## src/hdl/mvs_pkg.sv

```systemverilog
`default_nettype none

package mvs_pkg;

  localparam int SampleBits = 16;
  localparam int CntW       = 25;
  localparam int MaxVoxels  = 16777216;
  localparam int SumW       = 40;
  localparam int SqW        = 31;
  localparam int SumSqW     = 56;
  localparam int AccW       = 80;
  localparam int RadW       = 102;
  localparam int RootW      = 51;
  localparam int RemW       = 54;
  localparam int NumW       = 52;
  localparam int DivW       = CntW + 1;
  localparam int MeanW      = 24;
  localparam int SdW        = 24;
  localparam int StepW      = 6;

  localparam logic [StepW-1:0] MulaLast = StepW'(CntW - 1);
  localparam logic [StepW-1:0] MulbLast = StepW'(SumW - 1);
  localparam logic [StepW-1:0] SqrtLast = StepW'(RootW - 1);
  localparam logic [StepW-1:0] DivLast  = StepW'(NumW - 1);

  localparam logic signed [SampleBits-1:0] SampleMax = {1'b0, {(SampleBits-1){1'b1}}};
  localparam logic signed [SampleBits-1:0] SampleMin = {1'b1, {(SampleBits-1){1'b0}}};

  localparam logic [MeanW-1:0] MeanMax    = {1'b0, {(MeanW-1){1'b1}}};
  localparam logic [MeanW-1:0] MeanMin    = {1'b1, {(MeanW-1){1'b0}}};
  localparam logic [SdW-1:0]   SdMax      = {SdW{1'b1}};

endpackage

`default_nettype wire

```

## src/hdl/mvs_if.sv

```systemverilog
`default_nettype none

interface mvs_sample_if;
  import mvs_pkg::*;

  logic                         valid;
  logic                         ready;
  logic signed [SampleBits-1:0] sample;
  logic                         sample_finite;
  logic                         in_mask;
  logic                         end_of_volume;

  modport source (output valid, sample, sample_finite, in_mask, end_of_volume, input ready);
  modport sink   (input valid, sample, sample_finite, in_mask, end_of_volume, output ready);
endinterface

interface mvs_result_if;
  import mvs_pkg::*;

  logic                         valid;
  logic                         ready;
  logic signed [MeanW-1:0]      mean_value;
  logic        [SdW-1:0]        std_dev;
  logic signed [SampleBits-1:0] min_value;
  logic signed [SampleBits-1:0] max_value;
  logic        [CntW-1:0]       voxel_count;
  logic                         no_voxels;

  modport source (output valid, mean_value, std_dev, min_value, max_value, voxel_count,
                  no_voxels, input ready);
  modport sink   (input valid, mean_value, std_dev, min_value, max_value, voxel_count,
                  no_voxels, output ready);
endinterface

`default_nettype wire

```

## src/hdl/masked_volume_statistics.sv

```systemverilog
`default_nettype none

// Masked volume statistics. Each sample transfer is counted when it is finite and, with
// mask_enable set, inside the mask, while the count is below MaxVoxels; counted samples
// update a running sum, sum of squares, minimum, maximum and count. A sample goes through
// accept, sum and sum of squares before the next is taken; the sample carrying end_of_volume
// then starts a finishing sequence in which one shared 80-bit add/subtract unit does every
// bit step: the mean divide (52 steps), the two shift-add products n*sumsq (25) and sum^2
// (40), the square root (51) and the deviation divide (52). An empty volume goes from the
// check straight to the result. The result sits in an output register, so the next volume
// can start while it waits to be taken; a following end of volume waits for that register.
// Mean and deviation carry 8 fractional bits and are rounded to nearest.
module masked_volume_statistics (
  input  wire logic          clk_i,
  input  wire logic          rst_ni,
  input  wire logic          cfg_we_i,
  input  wire logic          cfg_wdata_i,
  mvs_sample_if.sink         smp_i,
  mvs_result_if.source       res_o
);
  import mvs_pkg::*;

  typedef enum logic [3:0] {
    ST_IDLE, ST_SUM, ST_SQS, ST_CHECK, ST_MAG, ST_NUMM, ST_DIVM, ST_STM,
    ST_MULA, ST_MULB, ST_SUBT, ST_SQRT, ST_NUMS, ST_DIVS, ST_DONE
  } state_e;

  state_e                       state_q, state_d;
  logic                         mask_en_q;
  logic                         res_valid_q, res_valid_d;
  logic signed [SumW-1:0]       sum_q, sum_d;
  logic        [SumSqW-1:0]     sumsq_q, sumsq_d;
  logic signed [SampleBits-1:0] min_q, min_d;
  logic signed [SampleBits-1:0] max_q, max_d;
  logic        [CntW-1:0]       count_q, count_d;

  logic signed [SampleBits-1:0] s_q, s_d;
  logic                         take_q, take_d;
  logic                         eov_q, eov_d;
  logic        [SqW-1:0]        sq_q, sq_d;
  logic        [SumW-1:0]       mag_q, mag_d;
  logic        [NumW-1:0]       num_q, num_d;
  logic        [RemW-1:0]       rem_q, rem_d;
  logic        [AccW-1:0]       prod_q, prod_d;
  logic        [AccW-1:0]       acc_q, acc_d;
  logic        [RadW-1:0]       rad_q, rad_d;
  logic        [RootW-1:0]      root_q, root_d;
  logic        [MeanW-1:0]      mean_q, mean_d;
  logic                         empty_q, empty_d;
  logic        [StepW-1:0]      step_q, step_d;

  logic signed [MeanW-1:0]      res_mean_q, res_mean_d;
  logic        [SdW-1:0]        res_sd_q, res_sd_d;
  logic signed [SampleBits-1:0] res_min_q, res_min_d;
  logic signed [SampleBits-1:0] res_max_q, res_max_d;
  logic        [CntW-1:0]       res_cnt_q, res_cnt_d;
  logic                         res_empty_q, res_empty_d;

  // shared add/subtract unit
  logic        [AccW-1:0]       u_a, u_b;
  logic                         u_sub;
  logic        [AccW:0]         u_tot;
  logic        [AccW-1:0]       u_sum;
  logic                         u_carry;

  logic signed [2*SampleBits-1:0] sq_full;
  logic        [DivW:0]         div_shift;
  logic        [RemW-1:0]       sqrt_shift;
  logic        [SdW-1:0]        sd_sat;
  logic                         smp_xfer;
  logic                         res_free;

  assign sq_full    = s_q * s_q;
  assign div_shift  = {rem_q[DivW-1:0], num_q[NumW-1]};
  assign sqrt_shift = {rem_q[RemW-3:0], rad_q[RadW-1 -: 2]};
  assign sd_sat     = (|num_q[NumW-1:SdW]) ? SdMax : num_q[SdW-1:0];
  assign smp_xfer   = smp_i.valid && smp_i.ready;
  assign res_free   = !res_valid_q || res_o.ready;

  assign u_tot   = {1'b0, u_a} + {1'b0, (u_sub ? ~u_b : u_b)} + (AccW+1)'(u_sub);
  assign u_sum   = u_tot[AccW-1:0];
  assign u_carry = u_tot[AccW];

  always_comb begin
    u_a   = '0;
    u_b   = '0;
    u_sub = 1'b0;
    unique case (state_q)
      ST_SUM: begin
        u_a = AccW'(sum_q);
        u_b = AccW'(s_q);
      end
      ST_SQS: begin
        u_a = AccW'(sumsq_q);
        u_b = AccW'(sq_q);
      end
      ST_MAG: begin
        u_b   = AccW'(sum_q);
        u_sub = sum_q[SumW-1];
      end
      ST_NUMM: begin
        u_a = AccW'({mag_q, 9'd0});
        u_b = AccW'(count_q);
      end
      ST_DIVM, ST_DIVS: begin
        u_a   = AccW'(div_shift);
        u_b   = AccW'({count_q, 1'b0});
        u_sub = 1'b1;
      end
      ST_MULA: begin
        u_a = {prod_q[AccW-2:0], 1'b0};
        u_b = count_q[step_q[4:0]] ? AccW'(sumsq_q) : '0;
      end
      ST_MULB: begin
        u_a = {acc_q[AccW-2:0], 1'b0};
        u_b = mag_q[step_q] ? AccW'(mag_q) : '0;
      end
      ST_SUBT: begin
        u_a   = prod_q;
        u_b   = acc_q;
        u_sub = 1'b1;
      end
      ST_SQRT: begin
        u_a   = AccW'(sqrt_shift);
        u_b   = AccW'({root_q, 2'b01});
        u_sub = 1'b1;
      end
      ST_NUMS: begin
        u_a = AccW'(root_q);
        u_b = AccW'(count_q);
      end
      default: begin
        u_a   = '0;
        u_b   = '0;
        u_sub = 1'b0;
      end
    endcase
  end

  always_comb begin
    state_d     = state_q;
    res_valid_d = res_valid_q;
    sum_d       = sum_q;
    sumsq_d     = sumsq_q;
    min_d       = min_q;
    max_d       = max_q;
    count_d     = count_q;
    s_d         = s_q;
    take_d      = take_q;
    eov_d       = eov_q;
    sq_d        = sq_q;
    mag_d       = mag_q;
    num_d       = num_q;
    rem_d       = rem_q;
    prod_d      = prod_q;
    acc_d       = acc_q;
    rad_d       = rad_q;
    root_d      = root_q;
    mean_d      = mean_q;
    empty_d     = empty_q;
    step_d      = step_q;
    res_mean_d  = res_mean_q;
    res_sd_d    = res_sd_q;
    res_min_d   = res_min_q;
    res_max_d   = res_max_q;
    res_cnt_d   = res_cnt_q;
    res_empty_d = res_empty_q;

    if (res_valid_q && res_o.ready) begin
      res_valid_d = 1'b0;
    end

    unique case (state_q)
      ST_IDLE: begin
        if (smp_xfer) begin
          s_d     = smp_i.sample;
          take_d  = smp_i.sample_finite && (!mask_en_q || smp_i.in_mask) &&
                    (count_q < CntW'(MaxVoxels));
          eov_d   = smp_i.end_of_volume;
          state_d = ST_SUM;
        end
      end
      ST_SUM: begin
        sq_d = sq_full[SqW-1:0];
        if (take_q) begin
          sum_d = u_sum[SumW-1:0];
        end
        state_d = ST_SQS;
      end
      ST_SQS: begin
        if (take_q) begin
          sumsq_d = u_sum[SumSqW-1:0];
          count_d = count_q + CntW'(1);
          if (s_q < min_q) begin
            min_d = s_q;
          end
          if (s_q > max_q) begin
            max_d = s_q;
          end
        end
        state_d = eov_q ? ST_CHECK : ST_IDLE;
      end
      ST_CHECK: begin
        empty_d = (count_q == '0);
        state_d = (count_q == '0) ? ST_DONE : ST_MAG;
      end
      ST_MAG: begin
        mag_d   = u_sum[SumW-1:0];
        state_d = ST_NUMM;
      end
      ST_NUMM: begin
        num_d   = u_sum[NumW-1:0];
        rem_d   = '0;
        step_d  = DivLast;
        state_d = ST_DIVM;
      end
      ST_DIVM, ST_DIVS: begin
        rem_d  = u_carry ? u_sum[RemW-1:0] : RemW'(div_shift);
        num_d  = {num_q[NumW-2:0], u_carry};
        step_d = step_q - StepW'(1);
        if (step_q == '0) begin
          state_d = (state_q == ST_DIVM) ? ST_STM : ST_DONE;
        end
      end
      ST_STM: begin
        if (sum_q[SumW-1]) begin
          if ((|num_q[NumW-1:MeanW]) || (num_q[MeanW-1:0] > MeanMin)) begin
            mean_d = MeanMin;
          end else begin
            mean_d = -num_q[MeanW-1:0];
          end
        end else begin
          mean_d = (|num_q[NumW-1:MeanW-1]) ? MeanMax : num_q[MeanW-1:0];
        end
        prod_d  = '0;
        step_d  = MulaLast;
        state_d = ST_MULA;
      end
      ST_MULA: begin
        prod_d = u_sum;
        step_d = step_q - StepW'(1);
        if (step_q == '0) begin
          acc_d   = '0;
          step_d  = MulbLast;
          state_d = ST_MULB;
        end
      end
      ST_MULB: begin
        acc_d  = u_sum;
        step_d = step_q - StepW'(1);
        if (step_q == '0) begin
          state_d = ST_SUBT;
        end
      end
      ST_SUBT: begin
        rad_d   = u_carry ? {4'd0, u_sum, 18'd0} : '0;
        rem_d   = '0;
        root_d  = '0;
        step_d  = SqrtLast;
        state_d = ST_SQRT;
      end
      ST_SQRT: begin
        rem_d  = u_carry ? u_sum[RemW-1:0] : sqrt_shift;
        root_d = {root_q[RootW-2:0], u_carry};
        rad_d  = {rad_q[RadW-3:0], 2'b00};
        step_d = step_q - StepW'(1);
        if (step_q == '0) begin
          state_d = ST_NUMS;
        end
      end
      ST_NUMS: begin
        num_d   = u_sum[NumW-1:0];
        rem_d   = '0;
        step_d  = DivLast;
        state_d = ST_DIVS;
      end
      ST_DONE: begin
        if (res_free) begin
          res_valid_d = 1'b1;
          res_empty_d = empty_q;
          res_mean_d  = empty_q ? '0 : mean_q;
          res_sd_d    = empty_q ? '0 : sd_sat;
          res_min_d   = empty_q ? '0 : min_q;
          res_max_d   = empty_q ? '0 : max_q;
          res_cnt_d   = count_q;
          sum_d       = '0;
          sumsq_d     = '0;
          count_d     = '0;
          min_d       = SampleMax;
          max_d       = SampleMin;
          state_d     = ST_IDLE;
        end
      end
      default: begin
        state_d = ST_IDLE;
      end
    endcase
  end

  always_ff @(posedge clk_i or negedge rst_ni) begin
    if (!rst_ni) begin
      state_q     <= ST_IDLE;
      res_valid_q <= 1'b0;
      mask_en_q   <= 1'b0;
      sum_q       <= '0;
      sumsq_q     <= '0;
      count_q     <= '0;
      min_q       <= SampleMax;
      max_q       <= SampleMin;
    end else begin
      state_q     <= state_d;
      res_valid_q <= res_valid_d;
      sum_q       <= sum_d;
      sumsq_q     <= sumsq_d;
      count_q     <= count_d;
      min_q       <= min_d;
      max_q       <= max_d;
      if (cfg_we_i) begin
        mask_en_q <= cfg_wdata_i;
      end
    end
  end

  always_ff @(posedge clk_i) begin
    s_q         <= s_d;
    take_q      <= take_d;
    eov_q       <= eov_d;
    sq_q        <= sq_d;
    mag_q       <= mag_d;
    num_q       <= num_d;
    rem_q       <= rem_d;
    prod_q      <= prod_d;
    acc_q       <= acc_d;
    rad_q       <= rad_d;
    root_q      <= root_d;
    mean_q      <= mean_d;
    empty_q     <= empty_d;
    step_q      <= step_d;
    res_mean_q  <= res_mean_d;
    res_sd_q    <= res_sd_d;
    res_min_q   <= res_min_d;
    res_max_q   <= res_max_d;
    res_cnt_q   <= res_cnt_d;
    res_empty_q <= res_empty_d;
  end

  assign smp_i.ready       = (state_q == ST_IDLE);
  assign res_o.valid       = res_valid_q;
  assign res_o.mean_value  = res_mean_q;
  assign res_o.std_dev     = res_sd_q;
  assign res_o.min_value   = res_min_q;
  assign res_o.max_value   = res_max_q;
  assign res_o.voxel_count = res_cnt_q;
  assign res_o.no_voxels   = res_empty_q;

endmodule

`default_nettype wire

```

## src/flat_wrapper.sv

```systemverilog
// flat-port wrapper written by rule: the top's interface ports become plain ports
module masked_volume_statistics_flat import mvs_pkg::*;
  (clk_i, rst_ni, cfg_we_i, cfg_wdata_i, smp_i_valid, smp_i_sample, smp_i_sample_finite, smp_i_in_mask, smp_i_end_of_volume, smp_i_ready, res_o_valid, res_o_mean_value, res_o_std_dev, res_o_min_value, res_o_max_value, res_o_voxel_count, res_o_no_voxels, res_o_ready);
  mvs_sample_if smp_i_i ();
  mvs_result_if res_o_i ();
  input  wire logic clk_i;
  input  wire logic rst_ni;
  input  wire logic cfg_we_i;
  input  wire logic cfg_wdata_i;
  input wire logic [$bits(smp_i_i.valid)-1:0] smp_i_valid;
  input wire logic [$bits(smp_i_i.sample)-1:0] smp_i_sample;
  input wire logic [$bits(smp_i_i.sample_finite)-1:0] smp_i_sample_finite;
  input wire logic [$bits(smp_i_i.in_mask)-1:0] smp_i_in_mask;
  input wire logic [$bits(smp_i_i.end_of_volume)-1:0] smp_i_end_of_volume;
  output wire logic [$bits(smp_i_i.ready)-1:0] smp_i_ready;
  output wire logic [$bits(res_o_i.valid)-1:0] res_o_valid;
  output wire logic [$bits(res_o_i.mean_value)-1:0] res_o_mean_value;
  output wire logic [$bits(res_o_i.std_dev)-1:0] res_o_std_dev;
  output wire logic [$bits(res_o_i.min_value)-1:0] res_o_min_value;
  output wire logic [$bits(res_o_i.max_value)-1:0] res_o_max_value;
  output wire logic [$bits(res_o_i.voxel_count)-1:0] res_o_voxel_count;
  output wire logic [$bits(res_o_i.no_voxels)-1:0] res_o_no_voxels;
  input wire logic [$bits(res_o_i.ready)-1:0] res_o_ready;
  assign smp_i_i.valid = smp_i_valid;
  assign smp_i_i.sample = smp_i_sample;
  assign smp_i_i.sample_finite = smp_i_sample_finite;
  assign smp_i_i.in_mask = smp_i_in_mask;
  assign smp_i_i.end_of_volume = smp_i_end_of_volume;
  assign smp_i_ready = smp_i_i.ready;
  assign res_o_valid = res_o_i.valid;
  assign res_o_mean_value = res_o_i.mean_value;
  assign res_o_std_dev = res_o_i.std_dev;
  assign res_o_min_value = res_o_i.min_value;
  assign res_o_max_value = res_o_i.max_value;
  assign res_o_voxel_count = res_o_i.voxel_count;
  assign res_o_no_voxels = res_o_i.no_voxels;
  assign res_o_i.ready = res_o_ready;
  masked_volume_statistics u_core (.clk_i(clk_i), .rst_ni(rst_ni), .cfg_we_i(cfg_we_i), .cfg_wdata_i(cfg_wdata_i), .smp_i(smp_i_i), .res_o(res_o_i));
endmodule
```

## config.mk

```make
export PLATFORM = sky130hd
export DESIGN_NAME = masked_volume_statistics_flat
export DESIGN_NICKNAME = d
export VERILOG_FILES = /design/src/hdl/mvs_pkg.sv /design/src/hdl/mvs_if.sv /design/src/hdl/masked_volume_statistics.sv /design/src/flat_wrapper.sv
export SDC_FILE = /design/constraint.sdc
export NUM_CORES = 2
export LEC_CHECK = 0
export ABC_AREA = 1
export BUFFER_PORTS_ARGS = -buffer_cell sky130_fd_sc_hd__buf_2
export CAP_MARGIN = 20
export CORE_MARGIN = 4
export CORE_UTILIZATION = 44
export CTS_CLUSTER_SIZE = 20
export DETAILED_ROUTE_END_ITERATION = 8
export HOLD_SLACK_MARGIN = 0.12
export PLACE_DENSITY_LB_ADDON = 0.05
export SYNTH_ARGS = -nofsm -noshare
export SYNTH_HDL_FRONTEND = slang
export SYNTH_SLANG_ARGS = --single-unit
```

## constraint.sdc

```tcl
create_clock -name clk_i -period 10.6 [get_ports clk_i]
set_input_delay 1.06 -clock clk_i [delete_from_list [all_inputs] [get_ports clk_i]]
set_output_delay 1.06 -clock clk_i [all_outputs]
set_load 0.02 [all_outputs]
```

==> flow_metrics.tcl <==
set metrics [dict create \
    outcome "completed" \
    postCtsSetupRepairBufs 0 \
    die_y_um 353 \
    core_um2 118000 \
    die_x_um 353 \
    cts_hold_buf 0 \
    ant_nets 0 \
    drc_errors 0 \
    antenna_found_initial 7 \
    fmax_mhz 128 \
    cp-end-kind "register" \
    skew_ns 0.0412 \
    synth_compound_area_share_pct 14.7 \
    diodes 0 \
    start_util_pct 44.3 \
    numCtsBuffers 90 \
    path_clk_slew_ns 0.06 \
    yosysUniqueCellTypes 71 \
    post-dp-hpwl_um 147000 \
    yosys.area_share.adder_pct 13.7 \
    die_area_um2 124000 \
    drv_cap 0 \
    synth_nets 6399 \
    tightestPinTransition_ns 1.23 \
    drt-pass1-iter-count 6 \
    crit_type "reg -> reg" \
    synth_top_family_by_area "simple AND/OR/NAND/NOR gates" \
    netlist_area_um2 52300 \
    setup_viol 0 \
    muxShareOfSynthArea_pct 0 \
    cp-start-kind "register" \
    pin_count 133 \
    drtIter0Drc 5530 \
    drive_above_1_share_pct 8.04 \
    worstPathRequired_ns 11.01 \
    ys.flop_type "edfxtp_1" \
    min_period_ns 7.79 \
    tns_ns 0 \
    synthSimpleGateAreaFrac_pct 15.4 \
    vias_per_cell 5.83 \
    yosysWarnings 0 \
    cts.root.buffer_cell "clkbuf_16" \
    cts.sinks 783 \
    cts_tree "done" \
    timing.final.crit_share_pct 73.5 \
    postSynth.asyncResetShare_pct 20.3 \
    synth.ff_latch_count 783 \
    critPathMaxFanout 64 \
    grt.overflow.total 0 \
    grt_max_degree 82 \
    vias 44400 \
    wl_um 201000 \
    arrival_ns 8.20 \
    synth-xor-area-share_pct 3.05 \
    avgSynthCellArea_um2 8.80 \
    synthCells 5942 \
    gp_congestion 1.01 \
    clock_latency_ns 0.69 \
    routedWlPerCell_um 26.4 \
    synth_edf_count 624 \
    syn_to_final_growth_pct 10.5 \
    cts_max_level 3 \
    slew_headroom_pct 17.0 \
    yosysSeqAreaShare_pct 43.5 \
    portBuffers 132 \
    grt_use_total_pct 31.6 \
    num_rows 126 \
    rsz0062_at_grt "false" \
    fillers 11600 \
    final_nets 6451 \
    slew_violations 0 \
    cts_repair_resize_count 0 \
    finalHoldViolations 0 \
    first_global_vias 43200 \
    grt_pass1_wl_um 294000 \
    clk_path_buf_depth 3 \
    worstRegToRegCells 22 \
    hold_path_class "in -> async" \
]
state kept, by name (all words and copies together) (netlist names), 51 cells and up:
signal,cells
u_core.acc_q,80
u_core.sumsq_q,56
u_core.rem_q,52
u_core.num_q,52
u_core.prod_q,80
u_core.root_q,51
u_core.rad_q,84
worst paths after layout:
kind / startpoint / end / slack (ns)
worst max-delay path: u_core.state_q[0] / u_core.rem_q[19] / 2.81
worst min-delay path: rst_ni / u_core.sumsq_q[48] / 0.33
worst max register to register: u_core.state_q[0] / u_core.rem_q[19] / 2.81
worst min register to register: u_core.count_q[2] / u_core.res_o.voxel_count[2] / 0.48
max in group asynchronous: rst_ni / u_core.count_q[19] / 8.93
min in group clk_i: u_core.count_q[2] / u_core.res_o.voxel_count[2] / 0.48
cell type report:
type	count	area (um2)	area share, %
Timing Repair Buffer	230	1430	2.48
Sequential cell	783	22700	39.4
Clock buffer	117	2440	4.22
Tap cell	1536	1920	3.33
Clock inverter	53	656	1.13
Inverter	1050	3960	6.85
Multi-Input combinational cell	3839	24600	42.6
worst max-delay path: stages (launching register included):
cell and delay [ns]:
dfrtp_1 0.60, nand2_4 0.14, inv_2 0.08, nand2_2 0.29, nor2_2 0.59, clkinv_1 0.85, nand2_1 0.98, a221o_1 0.22
xor2_1 0.16, ha_1 0.34, a21oi_1 0.18, inv_1 0.07, a31oi_1 0.19, o21ai_0 0.15, a21oi_1 0.21, nor2_1 0.06
nor3_1 0.41, nand3_4 0.70, inv_1 0.26, buf_4 0.51, nor2_1 0.16, o21ai_0 0.18, nand2_1 0.07
synthesized netlist by cell type (23+ instances only):
cell       count  area share [%]
o211ai_1      39            0.56
inv_2         25            0.18
ha_1         197             4.7
fa_1         235             9.0
o22ai_1      113             1.4
xnor2_1       54            0.90
a221oi_1     112             1.9
o31ai_1       23            0.33
nor3_1        53            0.51
nand3_1      168             1.6
o21ai_0      409             3.9
inv_1       1023             7.3
o221ai_1      39            0.65
o2111ai_1     40            0.67
edfxtp_1     624              36
o21a_1        23            0.33
nor2_1       648             4.7
a21oi_1      283             2.7
buf_1         38            0.27
clkbuf_1     205             1.5
xor2_1       113             1.9
a31oi_1       36            0.43
o21ai_1       59            0.56
dfrtp_1      143             6.8
nand4_1       34            0.41
nand2_1      988             7.1
through the flow:
stage | std cells | instance area (um2) | util, % | hold slack [ns] | worst slack [ns]
finish | 7608 | 57800 | 48.9 | 0.332 | 2.81
floorplan | 5942 | 52300 | - | 0.423 | 3.17
CTS | 7605 | 57700 | 48.9 | 0.326 | 2.97
global route | 7608 | 57800 | 48.9 | 0.354 | 2.41
detailed placement | 7435 | 54600 | 46.3 | 0.471 | 3.04
global placement | 7434 | 54600 | 46.3 | 0.470 | 3.33
per-layer routing:
metal | GRT usage [%] | routed length, um | vias to the layer above | share of wire (%)
met2 | 46.2 | 84100 | 2240 | 42
met3 | 7.23 | 20400 | 326 | 10
li1 | - | - | 19900 | -
met4 | 9.79 | 6430 | 12 | 3.2
met5 | 1.04 | 223 | - | 0.11
met1 | 46.6 | 89500 | 21900 | 45
placed cells by master (no fill, tap or decap), types with 9 or more instances in the layout:
master / count
inv_1: 1019
nand2_1: 981
nor2_1: 645
edfxtp_1: 624
o21ai_0: 409
a21oi_1: 282
fa_1: 235
ha_1: 197
nand3_1: 167
dfrtp_1: 143
buf_2: 133
o22ai_1: 113
xor2_1: 113
a221oi_1: 112
buf_4: 93
clkbuf_16: 92
o21ai_1: 59
xnor2_1: 54
nor3_1: 52
o2111ai_1: 40
o211ai_1: 39
o221ai_1: 39
a31oi_1: 36
nand4_1: 34
inv_2: 23
nand2_2: 23
o31ai_1: 23
o21a_1: 23
clkbuf_1: 21
nor4_1: 19
clkinv_2: 17
dfstp_2: 16
a2111oi_0: 15
a22o_1: 14
a211oi_1: 13
clkinv_1: 12
bufinv_16: 11
a2bb2oi_1: 9
a21o_1: 9
cell families after synthesis:
group           after synthesis
compound gates             1259
xor+xnor                    175
fa+ha+maj                   432
buf+inv                    1320
flops                       783
simple gates               1973
Power is not shown: default switching activity piles up to over one toggle a cycle in this logic, so the estimate is an artifact.
